--- src/design/cscd_pkg.sv ---
// ----------------------------------------------------------------------------
// cscd_pkg
// Shared types and codes for the calendar step and DST convert core.
// ----------------------------------------------------------------------------
package cscd_pkg;

    localparam int W_CMD   = 3;
    localparam int W_SEC   = 6;
    localparam int W_MIN   = 6;
    localparam int W_HOUR  = 5;
    localparam int W_WDAY  = 3;
    localparam int W_MDAY  = 5;
    localparam int W_MONTH = 4;
    localparam int W_YEAR  = 7;
    localparam int W_LEVEL = 3;
    localparam int W_OFF   = 4;
    localparam int W_CFG_INDEX = 1;
    localparam int W_CFG_DATA  = 4;

    // stream payload widths, tdata padded to whole bytes
    localparam int W_S_TDATA = 40;
    localparam int W_S_TUSER = W_CMD;
    localparam int W_M_TDATA = 48;

    typedef enum logic [W_CMD-1:0] {
        CMD_ADD_SEC    = 3'd0,
        CMD_NEXT_DAY   = 3'd1,
        CMD_PREV_DAY   = 3'd2,
        CMD_TO_LOCAL   = 3'd3,
        CMD_FROM_LOCAL = 3'd4
    } t_cmd;

    localparam logic [W_LEVEL-1:0] LVL_SEC   = 3'd0;
    localparam logic [W_LEVEL-1:0] LVL_MIN   = 3'd1;
    localparam logic [W_LEVEL-1:0] LVL_HOUR  = 3'd2;
    localparam logic [W_LEVEL-1:0] LVL_DAY   = 3'd3;
    localparam logic [W_LEVEL-1:0] LVL_MONTH = 3'd4;
    localparam logic [W_LEVEL-1:0] LVL_YEAR  = 3'd5;

    localparam logic [W_CFG_INDEX-1:0] CFG_STD_OFFSET = 1'd0;
    localparam logic [W_CFG_INDEX-1:0] CFG_DST_EN     = 1'd1;

    localparam logic [W_OFF-1:0] STD_OFFSET_MAX   = 4'd12;
    localparam logic [W_OFF-1:0] STD_OFFSET_RESET = 4'd1;

    typedef struct packed {
        logic [W_CMD-1:0]   cmd;
        logic [W_SEC-1:0]   sec;
        logic [W_MIN-1:0]   min;
        logic [W_HOUR-1:0]  hour;
        logic [W_WDAY-1:0]  wday;
        logic [W_MDAY-1:0]  mday;
        logic [W_MONTH-1:0] month;
        logic [W_YEAR-1:0]  year;
    } t_in;

    typedef struct packed {
        logic [W_SEC-1:0]   sec;
        logic [W_MIN-1:0]   min;
        logic [W_HOUR-1:0]  hour;
        logic [W_WDAY-1:0]  wday;
        logic [W_MDAY-1:0]  mday;
        logic [W_MONTH-1:0] month;
        logic [W_YEAR-1:0]  year;
        logic [W_LEVEL-1:0] level;
        logic [W_OFF-1:0]   off;
        logic               invalid;
    } t_out;

    typedef struct packed {
        logic [W_OFF-1:0] std_offset;
        logic             dst_en;
    } t_cfg;

endpackage

--- src/design/cscd_cfg.sv ---
// ----------------------------------------------------------------------------
// cscd_cfg
// Configuration registers: standard offset and daylight enable.
// ----------------------------------------------------------------------------
module cscd_cfg (
    input  logic                             i_clk,
    input  logic                             i_rst_n,
    input  logic                             i_cfg_we,
    input  logic [cscd_pkg::W_CFG_INDEX-1:0] i_cfg_index,
    input  logic [cscd_pkg::W_CFG_DATA-1:0]  i_cfg_wdata,
    output cscd_pkg::t_cfg                   o_cfg
);
    import cscd_pkg::*;

    t_cfg r_cfg;
    t_cfg n_cfg;

    always_comb begin
        n_cfg = r_cfg;
        if (i_cfg_we) begin
            unique case (i_cfg_index)
                CFG_STD_OFFSET: n_cfg.std_offset = i_cfg_wdata[W_OFF-1:0];
                CFG_DST_EN:     n_cfg.dst_en     = i_cfg_wdata[0];
                default:        n_cfg = r_cfg;
            endcase
        end
    end

    always_ff @(posedge i_clk) begin
        if (!i_rst_n) begin
            r_cfg.std_offset <= STD_OFFSET_RESET;
            r_cfg.dst_en     <= 1'b1;
        end else begin
            r_cfg <= n_cfg;
        end
    end

    assign o_cfg = r_cfg;

endmodule

--- src/design/cscd_calc.sv ---
// ----------------------------------------------------------------------------
// cscd_calc
// Single-pass calendar step, offset evaluation and range check for one item.
// ----------------------------------------------------------------------------
module cscd_calc (
    input  cscd_pkg::t_in  i_item,
    input  cscd_pkg::t_cfg i_cfg,
    output cscd_pkg::t_out o_res
);
    import cscd_pkg::*;

    function automatic logic [W_MDAY-1:0] days_in(input logic [W_MONTH-1:0] mon,
                                                  input logic [W_YEAR-1:0]  year);
        logic [W_MDAY-1:0] n;
        case (mon)
            4'd1, 4'd3, 4'd5, 4'd7, 4'd8, 4'd10, 4'd12: n = 5'd31;
            4'd4, 4'd6, 4'd9, 4'd11:                    n = 5'd30;
            4'd2:    n = (year[1:0] == 2'd0) ? 5'd29 : 5'd28;
            default: n = 5'd0;
        endcase
        return n;
    endfunction

    logic              bad;
    logic [W_MDAY-1:0] dim_cur;
    logic [W_MDAY-1:0] dim_prev;
    logic [W_WDAY-1:0] dow;
    logic [W_MDAY-1:0] thresh;
    logic              last_sun;
    logic              dst;
    logic [W_OFF-1:0]  off_std;
    logic [W_OFF-1:0]  off;

    // next-day and previous-day candidates
    logic [W_WDAY-1:0]  fwd_wday,  back_wday;
    logic [W_MDAY-1:0]  fwd_mday,  back_mday;
    logic [W_MONTH-1:0] fwd_month, back_month;
    logic [W_YEAR-1:0]  fwd_year,  back_year;
    logic [W_LEVEL-1:0] fwd_level, back_level;

    logic [W_HOUR:0] hour_sum;
    logic [W_HOUR:0] hour_wrap;

    assign dim_cur = days_in(i_item.month, i_item.year);

    assign bad = (i_item.cmd > CMD_FROM_LOCAL) || (i_item.sec > 6'd59) ||
                 (i_item.min > 6'd59) || (i_item.hour > 5'd23) ||
                 (i_item.wday == 3'd0) || (i_item.month == 4'd0) ||
                 (i_item.month > 4'd12) || (i_item.year > 7'd99) ||
                 (i_item.mday == 5'd0) || (i_item.mday > dim_cur);

    // European rule: last Sunday of March and of October
    assign dow      = (i_item.wday == 3'd7) ? 3'd0 : i_item.wday;
    assign thresh   = {2'b00, dow} + 5'd25;
    assign last_sun = (i_item.mday >= 5'd25) && (dow == 3'd0);

    always_comb begin
        dst = 1'b0;
        if (i_item.month > 4'd3 && i_item.month < 4'd10) begin
            dst = 1'b1;
        end else if (i_item.month == 4'd3) begin
            dst = last_sun ? (i_item.hour != 5'd0) : (i_item.mday >= thresh);
        end else if (i_item.month == 4'd10) begin
            dst = last_sun ? (i_item.hour == 5'd0) : (i_item.mday < thresh);
        end
    end

    assign off_std = (i_cfg.std_offset > STD_OFFSET_MAX) ? STD_OFFSET_MAX : i_cfg.std_offset;
    assign off     = bad ? '0 : off_std + {3'b000, (i_cfg.dst_en & dst)};

    // step forward one day
    always_comb begin
        fwd_wday  = (i_item.wday == 3'd7) ? 3'd1 : i_item.wday + 3'd1;
        fwd_mday  = i_item.mday + 5'd1;
        fwd_month = i_item.month;
        fwd_year  = i_item.year;
        fwd_level = LVL_DAY;
        if (i_item.mday == dim_cur) begin
            fwd_mday = 5'd1;
            if (i_item.month == 4'd12) begin
                fwd_month = 4'd1;
                fwd_year  = (i_item.year == 7'd99) ? 7'd0 : i_item.year + 7'd1;
                fwd_level = LVL_YEAR;
            end else begin
                fwd_month = i_item.month + 4'd1;
                fwd_level = LVL_MONTH;
            end
        end
    end

    // step back one day; December is always 31 days so year wrap is safe
    assign dim_prev = days_in((i_item.month == 4'd1) ? 4'd12 : i_item.month - 4'd1,
                              i_item.year);

    always_comb begin
        back_wday  = (i_item.wday == 3'd1) ? 3'd7 : i_item.wday - 3'd1;
        back_mday  = i_item.mday - 5'd1;
        back_month = i_item.month;
        back_year  = i_item.year;
        back_level = LVL_DAY;
        if (i_item.mday == 5'd1) begin
            back_mday = dim_prev;
            if (i_item.month == 4'd1) begin
                back_month = 4'd12;
                back_year  = (i_item.year == 7'd0) ? 7'd99 : i_item.year - 7'd1;
                back_level = LVL_YEAR;
            end else begin
                back_month = i_item.month - 4'd1;
                back_level = LVL_MONTH;
            end
        end
    end

    assign hour_sum  = {1'b0, i_item.hour} + {2'b00, off};
    assign hour_wrap = {1'b0, i_item.hour} + 6'd24 - {2'b00, off};

    always_comb begin
        o_res.sec     = i_item.sec;
        o_res.min     = i_item.min;
        o_res.hour    = i_item.hour;
        o_res.wday    = i_item.wday;
        o_res.mday    = i_item.mday;
        o_res.month   = i_item.month;
        o_res.year    = i_item.year;
        o_res.level   = LVL_SEC;
        o_res.off     = off;
        o_res.invalid = bad;
        if (!bad) begin
            case (i_item.cmd)
                CMD_ADD_SEC: begin
                    if (i_item.sec < 6'd59) begin
                        o_res.sec = i_item.sec + 6'd1;
                    end else if (i_item.min < 6'd59) begin
                        o_res.sec   = '0;
                        o_res.min   = i_item.min + 6'd1;
                        o_res.level = LVL_MIN;
                    end else if (i_item.hour < 5'd23) begin
                        o_res.sec   = '0;
                        o_res.min   = '0;
                        o_res.hour  = i_item.hour + 5'd1;
                        o_res.level = LVL_HOUR;
                    end else begin
                        o_res.sec   = '0;
                        o_res.min   = '0;
                        o_res.hour  = '0;
                        o_res.wday  = fwd_wday;
                        o_res.mday  = fwd_mday;
                        o_res.month = fwd_month;
                        o_res.year  = fwd_year;
                        o_res.level = fwd_level;
                    end
                end
                CMD_NEXT_DAY: begin
                    o_res.wday  = fwd_wday;
                    o_res.mday  = fwd_mday;
                    o_res.month = fwd_month;
                    o_res.year  = fwd_year;
                    o_res.level = fwd_level;
                end
                CMD_PREV_DAY: begin
                    o_res.wday  = back_wday;
                    o_res.mday  = back_mday;
                    o_res.month = back_month;
                    o_res.year  = back_year;
                    o_res.level = back_level;
                end
                CMD_TO_LOCAL: begin
                    o_res.level = LVL_HOUR;
                    o_res.hour  = hour_sum[W_HOUR-1:0];
                    if (hour_sum > 6'd23) begin
                        o_res.hour  = hour_sum[W_HOUR-1:0] - 5'd24;
                        o_res.wday  = fwd_wday;
                        o_res.mday  = fwd_mday;
                        o_res.month = fwd_month;
                        o_res.year  = fwd_year;
                        o_res.level = fwd_level;
                    end
                end
                default: begin
                    o_res.level = LVL_HOUR;
                    if ({1'b0, i_item.hour} >= {2'b00, off}) begin
                        o_res.hour = i_item.hour - {1'b0, off};
                    end else begin
                        o_res.hour  = hour_wrap[W_HOUR-1:0];
                        o_res.wday  = back_wday;
                        o_res.mday  = back_mday;
                        o_res.month = back_month;
                        o_res.year  = back_year;
                        o_res.level = back_level;
                    end
                end
            endcase
        end
    end

endmodule

--- src/design/calendar_step_and_dst_convert_core.sv ---
// ----------------------------------------------------------------------------
// calendar_step_and_dst_convert_core
// Date-time step and UTC/local conversion under the European daylight rule.
// ----------------------------------------------------------------------------
// Usage:
//   Slave stream: one date-time item per handshake, command on tuser.
//   Master stream: the updated date-time, the highest field changed, the
//   local offset seen on the input time, and an invalid flag on tuser.
//   Config port: write register 0 (standard offset, hours east of UTC,
//   clamped to 12) or register 1 (daylight enable) while no item is in
//   flight; both take effect on the next item computed.
// Timing:
//   An accepted item lands in the input register, is worked out in one
//   pass and is caught in the result register once that register is free.
//   One item per cycle is sustained while the receiver keeps tready high;
//   the rate is set by the single combinational pass between the two stages.
// Reset:
//   Both stages empty; the offset register returns to 1 and daylight
//   saving to enabled.
// Stall:
//   While the receiver holds tready low, the result register holds its item
//   and the input register still takes one more item; after that tready on
//   the slave side drops until the result is taken.
// ----------------------------------------------------------------------------
module calendar_step_and_dst_convert_core (
    input  logic                             i_clk,
    input  logic                             i_rst_n,
    // configuration write port
    input  logic                             i_cfg_we,
    input  logic [cscd_pkg::W_CFG_INDEX-1:0] i_cfg_index,
    input  logic [cscd_pkg::W_CFG_DATA-1:0]  i_cfg_wdata,
    // slave stream
    input  logic                             s_tvalid,
    output logic                             s_tready,
    // sec[5:0] min[11:6] hour[16:12] weekday[19:17] mday[24:20]
    // month[28:25] year[35:29], zero pad [39:36]
    input  logic [cscd_pkg::W_S_TDATA-1:0]   s_tdata,
    // cmd[2:0]
    input  logic [cscd_pkg::W_S_TUSER-1:0]   s_tuser,
    // master stream
    output logic                             m_tvalid,
    input  logic                             m_tready,
    // sec[5:0] min[11:6] hour[16:12] weekday[19:17] mday[24:20]
    // month[28:25] year[35:29] change_level[38:36] offset_used[42:39],
    // zero pad [47:43]
    output logic [cscd_pkg::W_M_TDATA-1:0]   m_tdata,
    // input_invalid[0]
    output logic                             m_tuser
);
    import cscd_pkg::*;

    t_cfg cfg;
    t_in  in_item;
    t_out res;

    logic r_in_valid;
    t_in  r_in;
    logic r_out_valid;
    t_out r_out;

    logic out_free;
    logic in_take;

    cscd_cfg u_cfg (
        .i_clk       (i_clk),
        .i_rst_n     (i_rst_n),
        .i_cfg_we    (i_cfg_we),
        .i_cfg_index (i_cfg_index),
        .i_cfg_wdata (i_cfg_wdata),
        .o_cfg       (cfg)
    );

    // unpack the slave payload
    assign in_item.cmd   = s_tuser;
    assign in_item.sec   = s_tdata[5:0];
    assign in_item.min   = s_tdata[11:6];
    assign in_item.hour  = s_tdata[16:12];
    assign in_item.wday  = s_tdata[19:17];
    assign in_item.mday  = s_tdata[24:20];
    assign in_item.month = s_tdata[28:25];
    assign in_item.year  = s_tdata[35:29];

    // result register frees when empty or when its item leaves this cycle
    assign out_free = !r_out_valid || m_tready;
    // input register advances into the result register whenever it can
    assign s_tready = !r_in_valid || out_free;
    assign in_take  = s_tvalid && s_tready;

    always_ff @(posedge i_clk) begin
        if (!i_rst_n) begin
            r_in_valid <= 1'b0;
        end else if (s_tready) begin
            r_in_valid <= s_tvalid;
        end
    end

    always_ff @(posedge i_clk) begin
        if (in_take) begin
            r_in <= in_item;
        end
    end

    cscd_calc u_calc (
        .i_item (r_in),
        .i_cfg  (cfg),
        .o_res  (res)
    );

    always_ff @(posedge i_clk) begin
        if (!i_rst_n) begin
            r_out_valid <= 1'b0;
        end else if (out_free) begin
            r_out_valid <= r_in_valid;
        end
    end

    // hold the result while the receiver stalls
    always_ff @(posedge i_clk) begin
        if (out_free && r_in_valid) begin
            r_out <= res;
        end
    end

    assign m_tvalid = r_out_valid;
    assign m_tdata  = {5'b00000, r_out.off, r_out.level, r_out.year, r_out.month,
                       r_out.mday, r_out.wday, r_out.hour, r_out.min, r_out.sec};
    assign m_tuser  = r_out.invalid;

endmodule

--- config.mk ---
export PLATFORM = sky130hd
export DESIGN_NAME = calendar_step_and_dst_convert_core
export DESIGN_NICKNAME = d
export VERILOG_FILES = /design/src/design/cscd_pkg.sv /design/src/design/cscd_cfg.sv /design/src/design/cscd_calc.sv /design/src/design/calendar_step_and_dst_convert_core.sv
export SDC_FILE = /design/constraint.sdc
export NUM_CORES = 1
export LEC_CHECK = 0
export ABC_AREA = 1
export BUFFER_PORTS_ARGS = -buffer_cell sky130_fd_sc_hd__buf_2
export CELL_PAD_IN_SITES_DETAIL_PLACEMENT = 0
export CELL_PAD_IN_SITES_GLOBAL_PLACEMENT = 2
export CORE_MARGIN = 5
export CORE_UTILIZATION = 31
export DETAILED_ROUTE_END_ITERATION = 8
export MAX_ROUTING_LAYER = met4
export PLACE_DENSITY_LB_ADDON = 0.05
export SLEW_MARGIN = 10
export SYNTH_ARGS = -nofsm -noshare
export SYNTH_HDL_FRONTEND = slang
export SYNTH_SLANG_ARGS = --single-unit
--- constraint.sdc ---
create_clock -name i_clk -period 5.14 [get_ports i_clk]
set_input_delay 0.771 -clock i_clk [delete_from_list [all_inputs] [get_ports i_clk]]
set_output_delay 0.771 -clock i_clk [all_outputs]
set_load 0.02 [all_outputs]
==> parameters.txt, run 1 <==
Parameter                              Value

STA
  Slew at the pin closest to its max-slew limit    975 ps
  Shortest period the worst path allows    roughly 5000 ps
  Number of hold violations in the final report    0
  Final worst hold slack    between 400 and 500 ps
  RSZ-0062 raised after global routing    true
  Number of endpoints failing setup at the final stage    0
  Relative max-transition margin    approximately a third
  Worst setup margin    ~150 ps
  Clock Skew    13.9 ps
  Number of max-slew violations in the final report    0
  Period Utilization, post-route    a little over nine tenths
  Fmax achieved    200 MHz

Logic synthesis
  Distinct cells, synth    49
  Average footprint of a synthesized cell    7.66 um2
  Post-synth ARST share    0%
  Warning count from the yosys run    0
  Proportion of synthesized chip area in sequential cells    between 30 and 40%
  Cell count after synthesis    slightly above 900
  Register bit total from synthesis    90
  Most used flip-flop cell after synthesis    sky130_fd_sc_hd__edfxtp_1
  EDFF count, synth    between 80 and 90
  Mapped cell area    7120 um2

Pwr
  Lkg Pwr    4.27 nW
  Power density cells    236 nW/um2
  Total chip power    roughly 0.0022 W
  IR drop worst, VDD    around 0.00014 V

Die
  Number of placed I/O pins    around 100
  Starting density of the core    31.4%
  Standard-cell row count    55
  Die H    162 um
  Horizontal die dimension    between 150 and 200 um
  Core box area    between 20,000 and 25,000 um2
  Die Outline Area    roughly 26,000 um2

Route
  Average wire per cell in the routed design    roughly 18 um
  DRT iter0 DRCs    322
  DRC violations left    0
  Number of detailed-routing iterations run before antenna repair    4
  Detailed Route WL    about 25,000 um
  Via/cell ratio    just under 5
  Total via count after detailed routing    6,876
  Number of routed nets with antenna violations    0

CTS
  Clock transition at the registers of the reported paths    about 80 ps
  Total number of clock tree sinks    90
  Clock buffers created by TritonCTS    9
  CTS tree    done
  CTS max path bufs    2
  H-Tree Depth    3
  Clock insertion delay at the later pin of the skew report    roughly 360 ps
  CTS root buf    sky130_fd_sc_hd__clkbuf_16
  Cts-stage hold buffer count    0

Worst setup path
  Top fanout value on the critical path    5
  Crit path launch    r_in[17]
  Critical Path End Type    flop
  Worst EP required    between 5000 and 6000 ps
  CP arrival    between 5000 and 6000 ps
  R2r startpoint    r_in[17]
  Classification of the worst setup path    reg -> reg
  Critical-path cell with the highest stage delay    sky130_fd_sc_hd__edfxtp_1
  Setup slack of the worst register-to-register path    150 ps
  Largest stage delay on the critical path    410 ps
  End of the worst register-to-register path    m_tdata[26]
  Endpoint of the worst setup timing path    m_tdata[26]
  Number of cells on the worst reg-to-reg path    37
  Crit start category    flop

Layout
  Share of cells above drive strength 1    around 30%
  Count of non-filler cells in the finished layout    1,418
  Final #Nets    roughly 1,200
  Area grow syn2layout    31.9%

Run status
  Status    finished, final reports clean

Global route
  Overflow after GRT    0
  Wire length of the first global-routing pass    around 38,000 um
  Initial antenna violation count    1
  Pin count of the biggest net entering global routing    40
  Via count of the first global-routing pass    a little under 7,000
  Overall fraction of global-route tracks in use    between 15 and 20%

Placed design
  Worst slack at placement    -403 ps
  Final Wtd Congestion    between 0.8 and 0.9
  Estimated wirelength of the detail-placed design    18,200 um
  Placed cell count    1,384
  IO buf count    94

Flow run
  Max Cap Viol    0

Worst hold path
  Hold crit path type    reg -> reg
-- per-layer routing --
metal  GRT usage [%]  routed length, um  part of all wire (%)  up-vias
met5               -                  0                     0        -
met4            3.80                263                   1.1        0
met3            2.73                837                   3.4       19
met2            30.7              11700                    47      127
met1            26.4              12000                    48     3193
li1                -                  -                     -     3537
-- worst max-delay path: cells and delay by family, from the launching register on --
kind	cells	cell delay, ps
buffers and inverters	8	640
AOI/OAI and AO/OA	6	630
adders and majority gates	7	1530
DFF	1	410
and+or+nand+nor	16	1560
-- cells in the final DEF, fill, tap and decap left out, drive strengths merged, types with 5 or more instances in the layout --
cell type	count
o211ai	16
buf	208
nor3	13
clkbuf	9
a21oi	64
xor2	9
o21ai	75
clkinv	5
nand3	77
ha	48
nor2	109
inv	123
conb	5
edfxtp	83
a21boi	5
nand2	226
fa	5
dfxtp	7
nand4	14
-- cell usage after synthesis (6+ instances only) --
cell type	count	area [um2]
sky130_fd_sc_hd__nand2_1	214	803
sky130_fd_sc_hd__inv_1	111	417
sky130_fd_sc_hd__nor2_1	99	372
sky130_fd_sc_hd__edfxtp_1	83	2490
sky130_fd_sc_hd__nand3_1	69	345
sky130_fd_sc_hd__o21ai_0	65	325
sky130_fd_sc_hd__a21oi_1	61	305
sky130_fd_sc_hd__ha_1	48	601
sky130_fd_sc_hd__o211ai_1	16	120
sky130_fd_sc_hd__nand4_1	14	87.6
sky130_fd_sc_hd__buf_2	13	65.1
sky130_fd_sc_hd__nor3_1	12	60.1
sky130_fd_sc_hd__inv_2	9	33.8
sky130_fd_sc_hd__xor2_1	9	78.8
sky130_fd_sc_hd__buf_4	8	60.1
sky130_fd_sc_hd__o21ai_1	8	40.0
sky130_fd_sc_hd__dfxtp_1	7	140
sky130_fd_sc_hd__clkbuf_1	6	22.5
sky130_fd_sc_hd__nand3_2	6	60.1
-- area by class of cell --
class	instances	area, um2
Fill cell	2406	13200
Sequential cell	90	2630
Inverter	120	460
Tap cell	285	357
Clock buffer	9	225
Timing Repair Buffer	208	1380
Multi-Input combinational cell	697	4250
Clock inverter	7	81.3
Timing Repair inverter	1	8.76
Antenna cell	1	2.50
-- cells by family (layout without fill, tap and decap cells) --
group,after synthesis,count (layout),share of synthesized area (%)
AND/OR/NAND/NOR,446,447,28.7
flip-flops,90,90,37.0
other,1,6,0.0527
XOR/XNOR,11,11,1.35
adder cells (fa/ha/maj),53,53,9.84
buffers and inverters,148,345,8.56
AO/OA/AOI/OAI,181,181,14.5
-- sequential cells by signal, indices dropped and copies added (netlist names) --
| signal | flops |
|---|---|
| m_tdata | 43 |
| r_in | 39 |
| u_cfg.o_cfg | 5 |
| m_tuser | 1 |
| m_tvalid | 1 |
| r_in_valid | 1 |
-- report_power, final --
group / internal (W) / switching (W)
Combinational: 0.000252 / 0.000389
Clock: 0.000347 / 0.000343
Sequential: 0.000856 / 0.0000290
-- how the worst min path moves through the flow --
| stage | from | to | depth (start not counted) |
|---|---|---|---|
| floorplan | u_cfg.o_cfg[0] | u_cfg.o_cfg[0] | 2 |
| global placement | u_cfg.o_cfg[0] | u_cfg.o_cfg[0] | 2 |
| detailed placement | u_cfg.o_cfg[1] | u_cfg.o_cfg[1] | 2 |
| CTS | u_cfg.o_cfg[1] | u_cfg.o_cfg[1] | 2 |
| global route | u_cfg.o_cfg[1] | u_cfg.o_cfg[1] | 2 |
| finish | u_cfg.o_cfg[0] | u_cfg.o_cfg[0] | 2 |
-- repair_timing --
item	4_1_cts	5_1_grt
setup buffers	1	14
gates resized for setup	13	98
endpoints found under the setup margin	25	25
gates cloned	0	2
pin swaps	3	50
hold endpoints to repair	0	0
-- through the flow --
step / setup TNS (ps) / cell area (um2) / utilization [%]
CTS: 0 / 8930 / 39.5
detailed placement: -7530 / 8570 / 37.9
global route: -2290 / 9390 / 41.5
global placement: -6120 / 8570 / 37.9
finish: 0 / 9390 / 41.5
floorplan: 0 / 7130 / -
(Power assumes the default switching activity.)
==> run 2, diff against run 1 <==
CORE_UTILIZATION = 34   (was 31)
clock period = 4.95 ns   (was 5.14 ns; I/O delays follow)
==> parameters.txt, run 2 (synthesis results as in run 1) <==
Parameter                              Value

Run status
  Status    finished, final reports clean

STA
  RSZ-0062 raised after global routing    true
  Number of endpoints failing setup at the final stage    0
  Number of max-slew violations in the final report    0
  Sum Neg Setup Slack    0 ps
  Worst setup margin    57.7 ps
  Period Utilization, post-route    between 90% and 100%
  Slew at the pin closest to its max-slew limit    971 ps
  Shortest period the worst path allows    approximately 5000 ps
  Final worst hold slack    between 400 and 500 ps
  Clock Skew    roughly 13 ps
  Fmax achieved    a little over 200 MHz
  Relative max-transition margin    roughly a third
  Number of hold violations in the final report    0

Placed design
  Worst slack at placement    -382 ps
  Placed cell count    1,376
  IO buf count    94
  Estimated wirelength of the detail-placed design    17,600 um
  Final Wtd Congestion    between 0.8 and 0.9

Route
  Via/cell ratio    about 4.9
  Average wire per cell in the routed design    approximately 17 um
  Number of detailed-routing iterations run before antenna repair    6
  Total via count after detailed routing    between 6,000 and 7,000
  Detailed Route WL    between 20,000 and 25,000 um
  DRT iter0 DRCs    372
  Number of routed nets with antenna violations    0
  DRC violations left    0

Global route
  Pin count of the biggest net entering global routing    40
  Wire length of the first global-routing pass    37,400 um
  Via count of the first global-routing pass    a little under 7,000
  Overflow after GRT    0
  Initial antenna violation count    0
  Overall fraction of global-route tracks in use    between 20 and 25%

CTS
  Clock insertion delay at the later pin of the skew report    approximately 360 ps
  Clock transition at the registers of the reported paths    roughly 80 ps
  Clock buffers created by TritonCTS    9
  H-Tree Depth    3
  Total number of clock tree sinks    90
  CTS root buf    sky130_fd_sc_hd__clkbuf_16
  CTS max path bufs    2
  CTS tree    done

Worst setup path
  CP arrival    about 5000 ps
  Most common cell type on the critical path    sky130_fd_sc_hd__nand2_1
  Critical Path End Type    flop
  Largest stage delay on the critical path    approximately 400 ps
  Top fanout value on the critical path    8
  Classification of the worst setup path    reg -> reg
  Crit start category    flop
  Worst EP required    ~5000 ps
  Critical-path cell with the highest stage delay    sky130_fd_sc_hd__edfxtp_1

Layout
  Commonest non-fill, non-tap cells in the layout    sky130_fd_sc_hd__nand2_1, sky130_fd_sc_hd__inv_1, sky130_fd_sc_hd__buf_4, sky130_fd_sc_hd__buf_2, sky130_fd_sc_hd__nor2_1
  Area grow syn2layout    31.4%
  Antenna diode count    0
  Share of the core filled with cells    44.9%
  Most frequent standard cell in the layout excluding fill and tap cells    sky130_fd_sc_hd__nand2_1
  Count of non-filler cells in the finished layout    about 1,400
  Share of cells above drive strength 1    between 20% and 30%
  Final #Nets    1,229
  Number of flip-flops under the largest register name    between 40 and 50

Pwr
  Lkg Pwr    between 4 and 5 nW
  IR drop worst, VDD    about 0.00014 V
  Power density cells    246 nW/um2

Die
  Horizontal die dimension    about 150 um
  Die Outline Area    23,900 um2
  Number of placed I/O pins    between 100 and 150
  Standard-cell row count    53
  Starting density of the core    approximately a third
  Core box area    20,800 um2
  Die H    around 150 um

Worst hold path
  Hold crit path type    reg -> reg

Flow run
  Max Cap Viol    0
==> run 2: cell types whose count changed in the layout (fill, tap and decap cells not counted), moves of 3 or more <==
cell	delta
sky130_fd_sc_hd__nand2_1	+5
sky130_fd_sc_hd__nor2_2	-5
sky130_fd_sc_hd__buf_6	-4
sky130_fd_sc_hd__o21ai_1	-4
sky130_fd_sc_hd__a21oi_2	-3
sky130_fd_sc_hd__nand2_2	-3
sky130_fd_sc_hd__nand2_4	-3
sky130_fd_sc_hd__nor2_4	+3
sky130_fd_sc_hd__o21ai_0	+3
==> run 2: layout make-up <==
| class | instances | area, um2 |
|---|---|---|
| Sequential cell | 90 | 2630 |
| Tap cell | 275 | 344 |
| Clock buffer | 9 | 225 |
| Clock inverter | 7 | 81.3 |
| Fill cell | 2201 | 11500 |
| Inverter | 120 | 458 |
| Multi-Input combinational cell | 697 | 4270 |
| Timing Repair Buffer | 205 | 1340 |
==> run 2: critical path, delay by kind of cell, from the launching register on <==
family / cells / cell delay (ps)
compound gates: 3 / 490
fa+ha+maj: 7 / 1630
buf+inv: 7 / 530
flops: 1 / 400
simple gates: 19 / 1610
==> run 2: per-layer routing <==
layer | wire (um) | up-vias | GRT usage, %
met1 | 11700 | 3191 | 28.7
li1 | - | 3503 | -
met3 | 886 | 17 | 2.27
met2 | 11200 | 146 | 32.7
met4 | 239 | 0 | 4.12
met5 | 0 | - | -
==> run 2: worst paths after layout <==
| check | startpoint | to | slack, ps | cells past startpoint |
|---|---|---|---|---|
| max | r_in[16] | m_tdata[31] | 60 | 36 |
| min | u_cfg.o_cfg[0] | u_cfg.o_cfg[0] | 480 | 2 |
| max reg2reg | r_in[16] | m_tdata[31] | 60 | 36 |
| min reg2reg | u_cfg.o_cfg[0] | u_cfg.o_cfg[0] | 480 | 2 |
==> run 2: power by group <==
part	total (W)	internal, W	switching [W]
registers	0.000917	0.000889	0.0000281
logic	0.000662	0.000261	0.000401
clock network	0.000721	0.000360	0.000361
total	0.00230	0.00151	0.000791
==> run 2: timing repair <==
action                                 CTS  global route
setup endpoints to repair               25            25
gates resized for setup                 33            62
pin swaps                               25            50
endpoints found under the hold margin    0             0
setup buffers                            4             6
hold buffers                             0             0
cloned                                   1             0
==> run 2: through the flow <==
step	instance area [um2]	power [W]
after floorplan	7160	0.00129
after global placement	8590	0.00154
after detailed placement	8590	0.00154
after CTS	9060	0.00229
after global routing	9350	0.00244
final	9350	0.00230
